===== src/rtl/scf_pkg.sv =====
// Shared types, constants and the CRC-16 byte update for the sensor frame checker.
// No dependencies; every other file imports this package.
package scf_pkg;

  localparam int POS_W            = 5;
  localparam int QUEUE_DEPTH_DEF  = 2;
  localparam int ANGLE_BYTES      = 12;

  // byte positions within a frame
  localparam logic [POS_W-1:0] POS_PRE    = 5'd0;
  localparam logic [POS_W-1:0] POS_TYPE   = 5'd1;
  localparam logic [POS_W-1:0] POS_LEN_LO = 5'd2;
  localparam logic [POS_W-1:0] POS_LEN_HI = 5'd3;
  localparam logic [POS_W-1:0] POS_CRC_LO = 5'd4;
  localparam logic [POS_W-1:0] POS_CRC_HI = 5'd5;
  localparam logic [POS_W-1:0] POS_ID     = 5'd6;
  localparam logic [POS_W-1:0] POS_ANGLE0 = 5'd7;
  localparam logic [POS_W-1:0] POS_LAST   = 5'd18;

  localparam logic [7:0]  HDR_PRE    = 8'h5A;
  localparam logic [7:0]  HDR_TYPE   = 8'hA5;
  localparam logic [7:0]  HDR_LEN_LO = 8'h0D;
  localparam logic [7:0]  HDR_LEN_HI = 8'h00;
  localparam logic [7:0]  HDR_ID     = 8'hD9;
  localparam logic [15:0] CRC_POLY   = 16'h1021;
  localparam logic [15:0] CRC_TOP    = 16'h8000;
  localparam logic [15:0] CRC_INIT   = 16'h0000;

  typedef enum logic [1:0] {
    ST_OK      = 2'd0,
    ST_BAD_HDR = 2'd1,
    ST_BAD_CRC = 2'd2
  } scf_status_t;

  // classified word handed from the front end to the back end
  typedef struct packed {
    logic [7:0]       data;
    logic [POS_W-1:0] pos;
  } scf_entry_t;

  typedef struct packed {
    logic full;
    logic empty;
  } scf_q_ctl_t;

  // CRC-16, poly 0x1021, MSB first, one byte per call
  function automatic logic [15:0] crc_byte(input logic [15:0] crc_in, input logic [7:0] b);
    logic [15:0] c;
    c = crc_in ^ {b, 8'h00};
    for (int i = 0; i < 8; i++) begin
      if ((c & CRC_TOP) != 16'h0000) begin
        c = {c[14:0], 1'b0} ^ CRC_POLY;
      end else begin
        c = {c[14:0], 1'b0};
      end
    end
    return c;
  endfunction

endpackage


===== src/rtl/scf_if.sv =====
// Handshake channels of the sensor frame checker: byte input and frame result.
// Depends on scf_pkg.
interface scf_byte_if import scf_pkg::*; ();
  logic       valid;
  logic       ready;
  logic [7:0] data_byte;
  logic       frame_start;

  modport source (output valid, output data_byte, output frame_start, input ready);
  modport sink   (input valid, input data_byte, input frame_start, output ready);
endinterface

interface scf_result_if import scf_pkg::*; ();
  logic        valid;
  logic        ready;
  scf_status_t frame_status;
  logic [31:0] pitch_word;
  logic [31:0] roll_word;
  logic [31:0] yaw_word;

  modport source (output valid, output frame_status, output pitch_word, output roll_word,
                  output yaw_word, input ready);
  modport sink   (input valid, input frame_status, input pitch_word, input roll_word,
                  input yaw_word, output ready);
endinterface


===== src/rtl/scf_front.sv =====
// Front end: accepts input words and tags each byte with its frame position.
// Depends on scf_pkg and scf_byte_if.
module scf_front import scf_pkg::*; (
  input  logic          clk,
  input  logic          rst_n,
  scf_byte_if.sink      in_ch,
  input  scf_q_ctl_t    q_ctl,
  output logic          push,
  output scf_entry_t    push_entry
);

  logic [POS_W-1:0] pos_r;
  logic [POS_W-1:0] pos_nxt;
  logic [POS_W-1:0] pos_cur;

  assign in_ch.ready = !q_ctl.full;
  assign push        = in_ch.valid && in_ch.ready;

  // frame_start drops any partial frame
  assign pos_cur          = in_ch.frame_start ? POS_PRE : pos_r;
  assign push_entry.data  = in_ch.data_byte;
  assign push_entry.pos   = pos_cur;

  always_comb begin
    pos_nxt = pos_r;
    if (push) begin
      pos_nxt = (pos_cur >= POS_LAST) ? POS_PRE : pos_cur + POS_W'(1);
    end
  end

  always_ff @(posedge clk) begin
    if (!rst_n) begin
      pos_r <= POS_PRE;
    end else begin
      pos_r <= pos_nxt;
    end
  end

endmodule


===== src/rtl/scf_queue.sv =====
// Short FIFO of tagged bytes between the front and back ends.
// Depends on scf_pkg.
module scf_queue import scf_pkg::*; #(
  parameter int QUEUE_DEPTH = QUEUE_DEPTH_DEF
) (
  input  logic       clk,
  input  logic       rst_n,
  input  logic       push,
  input  scf_entry_t push_entry,
  input  logic       pop,
  output scf_entry_t pop_entry,
  output scf_q_ctl_t q_ctl
);

  localparam int PTR_W = (QUEUE_DEPTH > 1) ? $clog2(QUEUE_DEPTH) : 1;
  localparam int CNT_W = $clog2(QUEUE_DEPTH + 1);
  localparam logic [PTR_W-1:0] PTR_LAST = PTR_W'(QUEUE_DEPTH - 1);
  localparam logic [CNT_W-1:0] CNT_FULL = CNT_W'(QUEUE_DEPTH);

  scf_entry_t       slot_r [QUEUE_DEPTH];
  logic [PTR_W-1:0] wr_ptr_r, wr_ptr_nxt;
  logic [PTR_W-1:0] rd_ptr_r, rd_ptr_nxt;
  logic [CNT_W-1:0] cnt_r, cnt_nxt;

  assign q_ctl.full  = (cnt_r == CNT_FULL);
  assign q_ctl.empty = (cnt_r == '0);
  assign pop_entry   = slot_r[rd_ptr_r];

  always_comb begin
    wr_ptr_nxt = wr_ptr_r;
    rd_ptr_nxt = rd_ptr_r;
    cnt_nxt    = cnt_r;
    if (push) begin
      wr_ptr_nxt = (wr_ptr_r == PTR_LAST) ? '0 : wr_ptr_r + PTR_W'(1);
    end
    if (pop) begin
      rd_ptr_nxt = (rd_ptr_r == PTR_LAST) ? '0 : rd_ptr_r + PTR_W'(1);
    end
    if (push && !pop) begin
      cnt_nxt = cnt_r + CNT_W'(1);
    end else if (pop && !push) begin
      cnt_nxt = cnt_r - CNT_W'(1);
    end
  end

  always_ff @(posedge clk) begin
    if (!rst_n) begin
      wr_ptr_r <= '0;
      rd_ptr_r <= '0;
      cnt_r    <= '0;
    end else begin
      wr_ptr_r <= wr_ptr_nxt;
      rd_ptr_r <= rd_ptr_nxt;
      cnt_r    <= cnt_nxt;
    end
  end

  always_ff @(posedge clk) begin
    if (push) begin
      slot_r[wr_ptr_r] <= push_entry;
    end
  end

endmodule


===== src/rtl/scf_back.sv =====
// Back end: CRC update, header checks, angle assembly and the result register.
// Depends on scf_pkg and scf_result_if.
module scf_back import scf_pkg::*; (
  input  logic          clk,
  input  logic          rst_n,
  input  scf_q_ctl_t    q_ctl,
  input  scf_entry_t    pop_entry,
  output logic          pop,
  scf_result_if.source  out_ch
);

  logic [15:0] crc_r, crc_nxt, crc_base;
  logic        hdr_good_r, hdr_good_nxt, hdr_base;
  logic [15:0] rcv_crc_r, rcv_crc_nxt;
  logic [7:0]  angle_r [ANGLE_BYTES];
  logic [3:0]  angle_idx;
  logic        is_last;
  logic        slot_free;

  logic        out_valid_r, out_valid_nxt;
  scf_status_t status_r, status_nxt;
  logic [31:0] pitch_r, roll_r, yaw_r;
  logic [31:0] pitch_nxt, roll_nxt, yaw_nxt;

  assign is_last   = (pop_entry.pos >= POS_LAST);
  assign slot_free = !out_valid_r || out_ch.ready;
  // the last byte needs the result register; any other byte goes straight through
  assign pop       = !q_ctl.empty && (!is_last || slot_free);
  assign angle_idx = 4'(pop_entry.pos - POS_ANGLE0);

  // byte 0 starts a fresh frame
  assign crc_base  = (pop_entry.pos == POS_PRE) ? CRC_INIT : crc_r;
  assign hdr_base  = (pop_entry.pos == POS_PRE) ? 1'b1 : hdr_good_r;

  always_comb begin
    crc_nxt      = crc_byte(crc_base, pop_entry.data);
    hdr_good_nxt = hdr_base;
    rcv_crc_nxt  = rcv_crc_r;
    case (pop_entry.pos)
      POS_PRE:    hdr_good_nxt = hdr_base && (pop_entry.data == HDR_PRE);
      POS_TYPE:   hdr_good_nxt = hdr_base && (pop_entry.data == HDR_TYPE);
      POS_LEN_LO: hdr_good_nxt = hdr_base && (pop_entry.data == HDR_LEN_LO);
      POS_LEN_HI: hdr_good_nxt = hdr_base && (pop_entry.data == HDR_LEN_HI);
      POS_CRC_LO: begin
        crc_nxt     = crc_base;
        rcv_crc_nxt = {rcv_crc_r[15:8], pop_entry.data};
      end
      POS_CRC_HI: begin
        crc_nxt     = crc_base;
        rcv_crc_nxt = {pop_entry.data, rcv_crc_r[7:0]};
      end
      POS_ID:     hdr_good_nxt = hdr_base && (pop_entry.data == HDR_ID);
      default:    ;
    endcase
  end

  always_comb begin
    status_nxt = ST_OK;
    if (!hdr_good_nxt) begin
      status_nxt = ST_BAD_HDR;
    end else if (crc_nxt != rcv_crc_r) begin
      status_nxt = ST_BAD_CRC;
    end
    pitch_nxt = {angle_r[3], angle_r[2], angle_r[1], angle_r[0]};
    roll_nxt  = {angle_r[7], angle_r[6], angle_r[5], angle_r[4]};
    yaw_nxt   = {pop_entry.data, angle_r[10], angle_r[9], angle_r[8]};
    if (status_nxt != ST_OK) begin
      pitch_nxt = '0;
      roll_nxt  = '0;
      yaw_nxt   = '0;
    end
  end

  always_comb begin
    out_valid_nxt = out_valid_r;
    if (pop && is_last) begin
      out_valid_nxt = 1'b1;
    end else if (out_ch.ready) begin
      out_valid_nxt = 1'b0;
    end
  end

  always_ff @(posedge clk) begin
    if (!rst_n) begin
      crc_r       <= CRC_INIT;
      hdr_good_r  <= 1'b1;
      out_valid_r <= 1'b0;
    end else begin
      out_valid_r <= out_valid_nxt;
      if (pop) begin
        crc_r      <= crc_nxt;
        hdr_good_r <= hdr_good_nxt;
      end
    end
  end

  always_ff @(posedge clk) begin
    if (pop) begin
      rcv_crc_r <= rcv_crc_nxt;
      if (pop_entry.pos >= POS_ANGLE0 && !is_last) begin
        angle_r[angle_idx] <= pop_entry.data;
      end
    end
    if (pop && is_last) begin
      status_r <= status_nxt;
      pitch_r  <= pitch_nxt;
      roll_r   <= roll_nxt;
      yaw_r    <= yaw_nxt;
    end
  end

  assign out_ch.valid        = out_valid_r;
  assign out_ch.frame_status = status_r;
  assign out_ch.pitch_word   = pitch_r;
  assign out_ch.roll_word    = roll_r;
  assign out_ch.yaw_word     = yaw_r;

endmodule


===== src/rtl/sensor_frame_crc_checker_top.sv =====
// Frame checker: up to one byte per cycle in, one status plus three angle words per frame out.
// Depends on scf_pkg, scf_if, scf_front, scf_queue and scf_back.
//
// Bytes of a 19-byte orientation frame enter one per cycle on in_ch while the queue has room;
// frame_start marks byte 0 and drops any partial frame, and after byte 18 the position wraps
// so the next byte opens a new frame. The front end tags each byte with its frame position and
// writes it into a short queue (QUEUE_DEPTH words); the back end takes one byte per cycle from
// the queue, except while a last byte waits for the result register, through a byte-wide CRC-16
// (poly 0x1021) update, which sets the rate of one byte per cycle. A result is registered when
// the last byte of a frame leaves the queue and is presented on out_ch from that register;
// status is ok, bad header (preamble, type, length or id) or bad CRC, and the angle words read
// zero on error. While a result waits, the back end keeps consuming bytes of the next frame and
// only stalls when that frame's last byte arrives before the pending result has been taken.
module sensor_frame_crc_checker_top import scf_pkg::*; #(
  parameter int QUEUE_DEPTH = QUEUE_DEPTH_DEF
) (
  input  logic         clk,
  input  logic         rst_n,
  scf_byte_if.sink     in_ch,
  scf_result_if.source out_ch
);

  logic       push;
  logic       pop;
  scf_entry_t push_entry;
  scf_entry_t pop_entry;
  scf_q_ctl_t q_ctl;

  scf_front u_front (
    .clk        (clk),
    .rst_n      (rst_n),
    .in_ch      (in_ch),
    .q_ctl      (q_ctl),
    .push       (push),
    .push_entry (push_entry)
  );

  scf_queue #(
    .QUEUE_DEPTH (QUEUE_DEPTH)
  ) u_queue (
    .clk        (clk),
    .rst_n      (rst_n),
    .push       (push),
    .push_entry (push_entry),
    .pop        (pop),
    .pop_entry  (pop_entry),
    .q_ctl      (q_ctl)
  );

  scf_back u_back (
    .clk       (clk),
    .rst_n     (rst_n),
    .q_ctl     (q_ctl),
    .pop_entry (pop_entry),
    .pop       (pop),
    .out_ch    (out_ch)
  );

  a_no_push_when_full: assert property (@(posedge clk) disable iff (!rst_n)
    push |-> !q_ctl.full)
    else $error("byte written into a full queue");

  a_no_pop_when_empty: assert property (@(posedge clk) disable iff (!rst_n)
    pop |-> !q_ctl.empty)
    else $error("byte read from an empty queue");

  a_push_fills_queue: assert property (@(posedge clk) disable iff (!rst_n)
    (push && !pop) |=> !q_ctl.empty)
    else $error("queue empty right after a write without a read");

  a_result_from_last_byte: assert property (@(posedge clk) disable iff (!rst_n)
    $rose(out_ch.valid) |-> $past(pop && (pop_entry.pos == POS_LAST)))
    else $error("result raised without the last byte of a frame");

endmodule


===== src/flat_wrapper.sv =====
// flat-port wrapper written by rule: the top's interface ports become plain ports
module sensor_frame_crc_checker_top_flat import scf_pkg::*;
#(
  parameter int QUEUE_DEPTH = QUEUE_DEPTH_DEF
)
  (clk, rst_n, in_ch_valid, in_ch_data_byte, in_ch_frame_start, in_ch_ready, out_ch_valid, out_ch_frame_status, out_ch_pitch_word, out_ch_roll_word, out_ch_yaw_word, out_ch_ready);
  scf_byte_if in_ch_i ();
  scf_result_if out_ch_i ();
  input  logic clk;
  input  logic rst_n;
  input wire logic [$bits(in_ch_i.valid)-1:0] in_ch_valid;
  input wire logic [$bits(in_ch_i.data_byte)-1:0] in_ch_data_byte;
  input wire logic [$bits(in_ch_i.frame_start)-1:0] in_ch_frame_start;
  output wire logic [$bits(in_ch_i.ready)-1:0] in_ch_ready;
  output wire logic [$bits(out_ch_i.valid)-1:0] out_ch_valid;
  output wire logic [$bits(out_ch_i.frame_status)-1:0] out_ch_frame_status;
  output wire logic [$bits(out_ch_i.pitch_word)-1:0] out_ch_pitch_word;
  output wire logic [$bits(out_ch_i.roll_word)-1:0] out_ch_roll_word;
  output wire logic [$bits(out_ch_i.yaw_word)-1:0] out_ch_yaw_word;
  input wire logic [$bits(out_ch_i.ready)-1:0] out_ch_ready;
  assign in_ch_i.valid = in_ch_valid;
  assign in_ch_i.data_byte = in_ch_data_byte;
  assign in_ch_i.frame_start = in_ch_frame_start;
  assign in_ch_ready = in_ch_i.ready;
  assign out_ch_valid = out_ch_i.valid;
  assign out_ch_frame_status = out_ch_i.frame_status;
  assign out_ch_pitch_word = out_ch_i.pitch_word;
  assign out_ch_roll_word = out_ch_i.roll_word;
  assign out_ch_yaw_word = out_ch_i.yaw_word;
  assign out_ch_i.ready = out_ch_ready;
  sensor_frame_crc_checker_top #(.QUEUE_DEPTH(QUEUE_DEPTH)) u_core (.clk(clk), .rst_n(rst_n), .in_ch(in_ch_i), .out_ch(out_ch_i));
endmodule

===== config.mk =====
export PLATFORM = sky130hd
export DESIGN_NAME = sensor_frame_crc_checker_top_flat
export DESIGN_NICKNAME = d
export VERILOG_FILES = /design/src/rtl/scf_pkg.sv /design/src/rtl/scf_if.sv /design/src/rtl/scf_front.sv /design/src/rtl/scf_queue.sv /design/src/rtl/scf_back.sv /design/src/rtl/sensor_frame_crc_checker_top.sv /design/src/flat_wrapper.sv
export SDC_FILE = /design/constraint.sdc
export NUM_CORES = 1
export LEC_CHECK = 0
export ABC_AREA = 1
export BUFFER_PORTS_ARGS = -buffer_cell sky130_fd_sc_hd__buf_2
export CORE_UTILIZATION = 59
export DETAILED_ROUTE_END_ITERATION = 12
export GPL_ROUTABILITY_DRIVEN = 0
export PLACE_DENSITY = 0.85
export SYNTH_ARGS = -nofsm -noshare
export SYNTH_HDL_FRONTEND = slang
export SYNTH_SLANG_ARGS = --single-unit

===== constraint.sdc =====
create_clock -name clk -period 8.3 [get_ports clk]
set_input_delay 0.415 -clock clk [delete_from_list [all_inputs] [get_ports clk]]
set_output_delay 0.415 -clock clk [all_outputs]
set_load 0.03 [all_outputs]

==> reports/metrics.yaml, run 1 <==
status:
  outcome: "complete, no violations"
setup_path:
  cp_slowest_cell: "buf_4"
  reg2regPathDepth: 20
  arrival_ns: 5.12
  endpoint_kind: "flop"
  max_stage_delay_ns: 0.85
  crit_required_ns: 8.53
  path_cells: "inv_4, nand2_4, nand2_4, nor2_4, nand2_2, nor2_2, inv_2, o21ai_0, nand2_1, nand2_1, nand2_1, nand2_1, inv_1, nand2_1, nor2_1, nand2_1, nor2_2, nand4_4, buf_4, nor2_1"
  cp-start-kind: "flop"
  crit_fanout: 64
  worst_path_most_repeated_cell: "nand2_1"
  crit_type: "reg2reg"
clock_network:
  cts_buffers: 25
  cts_tree: "yes"
  clk_latency_ns: 0.53
  post_cts_resized: 0
  clk_path_buf_depth: 3
  clock_sinks: 256
  hold_buffers: 0
  htree_levels: 1
  cts_setup_buffers: 0
  clock-root-buffer: "clkbuf_16"
  clk_pin_slew_ns: 0.06
synthesis:
  synth_cell_types: 38
  yosys_warnings: 0
  synth.largest_area_cell: "edfxtp_1"
  ys_top_cells_by_area: "edfxtp_1 64%, nand2_1 6.4%, inv_1 5.8%"
  yosys_register_bits: 256
  synth_top_area_share_pct: 64.1
  syn_inst: 964
  netlist_area_um2: 10700
  syn_nets: 980
  syn_avg_cell_area_um2: 11.1
  synth_seq_area_share_pct: 69.4
global_routing:
  grt_pass1_wl_um: 33900
  grt_usage_pct: 24.0
  overflow: 0
  grt_max_degree: 98
  antenna_found_initial: 0
  first_global_vias: 6714
cells_and_area:
  final_common_cell: "edfxtp_1"
  drive_gt1_share_pct: 20.9
  seq_area_um2: 7410
  fin_util_pct: 70.2
  diodes: 0
  area_delta_synth_final_pct: 14.9
  nets: 1100
  layout_common_cells: "228 x edfxtp_1, 182 x nand2_1, 164 x inv_1, 113 x nor2_1, 112 x buf_2"
  multi_input_area_um2: 2480
  nFillCells: 1170
  final_cell_count_no_fill: 1328
job:
  max_cap_viol_count: 0
timing:
  rsz0062_at_grt: "no"
  setup_tns_ns: 0
  fin_crit_sh_pct: 58.8
  hold_viol: 0
  slew_violations: 0
  clock_skew_ns: 0.00981
  tightest_slew_ns: 1.31
  setup_violations: 0
  max-slew-margin-rel_pct: 11.8
  max_freq_mhz: 205
  period_minus_slack_ns: 4.88
hold_path:
  hold_depth: 1
  hold_start: "in_ch_data_byte[1]"
  hold_class: "in2reg"
floorplan:
  die_h_um: 137
  rows: 48
  ioPinCount: 113
  chipWidth_um: 137
  dieArea_um2: 18600
  start_util_pct: 61.1
  core_um2: 17500
drt:
  vias: 7172
  drtIter0Drc: 668
  drt_wl_total_um: 21900
  vias_per_cell: 5.40
  ant_nets: 0
  first_pass_iters: 6
  drc: 0
  wire_per_inst_um: 16.5
place:
  placed_cells: 1282
  io_buffer_count: 112
  dpl.hpwl_um: 14300
power:
  powerDensity_nw_per_um2: 378
  ir_worst_vdd_mv: 0.304
  cellLeakagePower_nw: 5.24
## layer usage
| metal | vias up | GRT usage [%] | part of all wire (%) |
|---|---|---|---|
| met5 | - | 0 | 0 |
| met4 | 0 | 10.4 | 3.3 |
| met3 | 62 | 3.26 | 8.2 |
| met2 | 373 | 40.2 | 48 |
| met1 | 3366 | 31.6 | 40 |
| li1 | 3371 | - | - |
## worst paths after layout
kind / endpoint / slack [ns]
worst max-delay path: out_ch_pitch_word[14] / 3.42
worst max register to register: out_ch_pitch_word[14] / 3.42
worst min-delay path: u_core.u_queue.slot_r[1][6] / 0.07
worst min register to register: u_core.u_queue.rd_ptr_r / 0.46
## layout make-up
cell class	instances	area share, %
Sequential cell	256	60.4
Clock inverter	15	1.53
Clock buffer	31	5.45
Inverter	171	5.25
Multi-Input combinational cell	512	20.2
Tap cell	225	2.29
Timing Repair Buffer	118	4.94
## synthesized netlist by cell type, drive strengths merged
cell type  instances
nor3               5
nor2             159
clkbuf             7
edfxtp           228
o211ai             6
a21oi             24
clkinv             1
xnor2              1
and3               1
nor4               1
o22ai              1
nand3b             7
nand4              3
or2                6
ha                 3
a31oi              1
dfxtp             28
nand2            192
a211oi             1
xor2               1
o2111ai            1
nand3             60
o21ai             39
inv              170
buf               18
## sequential cells by signal (all words and copies together) (netlist names), named ones only
register,count
out_ch_pitch_word,32
u_core.u_queue.rd_ptr_r,1
u_core.u_back.crc_r,16
u_core.u_back.hdr_good_r,1
u_core.u_back.out_ch.yaw_word,8
u_core.u_back.angle_r,88
u_core.u_queue.cnt_r,2
u_core.u_queue.wr_ptr_r,1
u_core.u_front.pos_r,5
u_core.u_back.out_ch.frame_status,2
u_core.u_back.out_ch.valid,1
out_ch_roll_word,32
u_core.u_queue.slot_r,26
u_core.u_back.rcv_crc_r,16
out_ch_yaw_word,24
## per-stage QoR
stage / setup WS (ns) / power (mW) / cell area, um^2 / hold WS, ns
CTS: 3.49 / 4.63 / 12300 / 0.0541
detailed placement: 3.55 / 3.46 / 11400 / 0.446
floorplan: 2.36 / 3.02 / 10700 / 0.425
global placement: 3.77 / 3.40 / 11400 / 0.435
finish: 3.42 / 4.64 / 12300 / 0.0700
global route: 3.01 / 4.87 / 12300 / 0.0617
## worst max-delay path: cells and delay by family, from the launching register on
family	cells	cell delay, ns
AND/OR/NAND/NOR	15	2.10
buffers and inverters	4	1.34
AO/OA/AOI/OAI	1	0.29
flip-flops	1	0.82
## cell families (layout without fill, tap and decap cells)
group	Yosys count	count (layout)	synth area share, %
AND/OR/NAND/NOR	434	434	18.6
flip-flops	256	256	69.4
buffers and inverters	196	335	7.63
AO/OA/AOI/OAI	73	73	3.89
adder cells (fa/ha/maj)	3	3	0.352
XOR/XNOR	2	2	0.164
## report_power, final
part	internal (mW)	total (mW)	switching (mW)	leakage, nW
clock network	0.699	1.17	0.468	0.421
registers	1.76	1.86	0.103	2.35
logic	0.386	1.62	1.23	2.48
total	2.84	4.64	1.80	5.24
Power figures use the tool's default switching activity.
==> run 2: changes to the inputs <==
--- a/config.mk
+++ b/config.mk
@@ -7,10 +7,10 @@
 export LEC_CHECK = 0
 export ABC_AREA = 1
 export BUFFER_PORTS_ARGS = -buffer_cell sky130_fd_sc_hd__buf_2
-export CORE_UTILIZATION = 59
+export CORE_UTILIZATION = 53
 export DETAILED_ROUTE_END_ITERATION = 12
 export GPL_ROUTABILITY_DRIVEN = 0
-export PLACE_DENSITY = 0.85
+export PLACE_DENSITY = 0.81
 export SYNTH_ARGS = -nofsm -noshare
 export SYNTH_HDL_FRONTEND = slang
 export SYNTH_SLANG_ARGS = --single-unit
==> constraint.sdc (replaced) <==
create_clock -name clk -period 4.3 [get_ports clk]
set_input_delay 0.215 -clock clk [delete_from_list [all_inputs] [get_ports clk]]
set_output_delay 0.215 -clock clk [all_outputs]
set_load 0.03 [all_outputs]
==> reports/metrics.yaml, run 2 (synthesis results as in run 1) <==
hold_path:
  hold_path_end: "u_core.u_queue.slot_r[1][3]"
  hold_start: "in_ch_frame_start"
  hold_depth: 2
  hold_class: "in2reg"
drt:
  vias: 7201
  first_pass_iters: 6
  drc: 0
  ant_nets: 0
  vias_per_cell: 5.15
  wire_per_inst_um: 15.6
  drt_wl_total_um: 21800
  drtIter0Drc: 527
cells_and_area:
  largest_register: "u_core.u_back.angle_r"
  diodes: 0
  drive_gt1_share_pct: 22.4
  fin_util_pct: 64.7
  nets: 1130
  final_common_cell: "edfxtp_1"
  layout_common_cells: "228 x edfxtp_1, 182 x nand2_1, 164 x inv_1, 113 x nor2_1, 112 x buf_2"
  largest_reg_flops: 88
  area_delta_synth_final_pct: 18.7
  final_cell_count_no_fill: 1398
floorplan:
  chipWidth_um: 144
  ioPinCount: 113
  core_um2: 19600
  die_h_um: 144
  rows: 51
  dieArea_um2: 20700
  start_util_pct: 54.5
timing:
  tightest_slew_ns: 1.16
  rsz0062_at_grt: "no"
  timing.final.ws_setup_ns: 0.714
  slew_violations: 0
  hold_viol: 0
  fin_crit_sh_pct: 83.4
  max_freq_mhz: 279
  max-slew-margin-rel_pct: 22.1
  setup_violations: 0
  setup_tns_ns: 0
  period_minus_slack_ns: 3.59
  clock_skew_ns: 0.0124
clock_network:
  cts_tree: "yes"
  post_cts_resized: 0
  clk_path_buf_depth: 3
  hold_buffers: 8
  clk_latency_ns: 0.52
  clk_pin_slew_ns: 0.06
  htree_levels: 1
  clock_sinks: 256
  cts_setup_buffers: 0
  clock-root-buffer: "clkbuf_16"
  cts_buffers: 25
place:
  place_ws_ns: 0.838
  dpl.hpwl_um: 14400
  io_buffer_count: 112
  placed_cells: 1344
setup_path:
  cp_top_family: "simple AND/OR/NAND/NOR gates"
  arrival_ns: 3.94
  rrSetupSlack_ns: 0.71
  cp-start-kind: "flop"
  crit_type: "reg2reg"
  crit_required_ns: 4.65
  critical_path_buf_inv_count: 3
  reg2regPathDepth: 21
  endpoint_kind: "flop"
  cp_slowest_cell: "dfxtp_1"
  crit_fanout: 56
  worst_path_most_repeated_cell: "nand2_1"
  path_cells: "buf_4, nand2_1, nand2_2, nor2_2, nand3_2, buf_4, nand2_1, nand2_1, nand2_1, nand2_1, nand3_1, nand2_1, nand2_1, nand2_1, nand2_1, nor2_1, nand2_1, nor2_2, nand4_4, buf_12, nor2_1"
  reg2reg_to: "out_ch_yaw_word[7]"
  max_stage_delay_ns: 0.53
power:
  cellLeakagePower_nw: 5.43
  powerDensity_nw_per_um2: 731
  ir_worst_vdd_mv: 0.388
  finalPower_mw: 9.26
global_routing:
  antenna_found_initial: 0
  first_global_vias: 6689
  grt_max_degree: 57
  overflow: 0
  grt_pass1_wl_um: 33400
  grt_usage_pct: 21.4
job:
  max_cap_viol_count: 0
status:
  outcome: "complete, no violations"
run 2: cell count changes in the layout (fill, tap and decap cells not counted), sizes merged:
cell         previous run  this run
dlygate4sd3             0         8
clkinv                 11         8
inv                   171       173
buf                   118       140
clkbuf                 31        27
clkinvlp                0         1
bufinv                  4         8
run 2: report_power, final:
group / switching [mW] / leakage, nW / internal [mW]
Sequential: 0.174 / 2.35 / 3.38
Combinational: 2.41 / 2.63 / 0.848
Clock: 0.896 / 0.455 / 1.55
Total: 3.48 / 5.43 / 5.78
run 2: through the flow:
stage / hold WS [ns] / instance area (um^2)
floorplan: 0.314 / 10700
global placement: 0.406 / 11600
detailed placement: 0.407 / 11600
CTS: 0.0425 / 12700
global route: 0.0648 / 12700
finish: 0.0781 / 12700
run 2: final cells by class:
type | count | area [um^2]
multi-input combinational | 512 | 2470
clock buffer | 27 | 633
inverter | 171 | 644
fill | 1431 | 6920
timing repair buffer | 148 | 876
tap | 265 | 332
sequential | 256 | 7410
clock inverter | 19 | 308
run 2: worst register-to-register path, delay by kind of cell, from the launching register on:
kind / cells / cell delay [ns]
buffers and inverters: 3 / 0.80
flip-flops: 1 / 0.53
AND/OR/NAND/NOR: 18 / 2.08
run 2: metal layers:
metal / wire length (um) / GRT usage (%)
met4: 661 / 8.34
met3: 1610 / 2.93
met2: 10900 / 37.6
met5: 0 / 0
met1: 8640 / 26.8
run 2: worst max path at each step:
stage	start	to	slack, ns	depth (start not counted)
after global routing	flop	out_ch_yaw_word[7]	0.40	20
final	flop	out_ch_yaw_word[7]	0.71	21
after floorplan	flop	out_ch_pitch_word[0]	0.003	9
after CTS	flop	out_ch_yaw_word[7]	0.75	21
after detailed placement	flop	out_ch_yaw_word[7]	0.84	19
after global placement	flop	out_ch_roll_word[2]	1.00	20
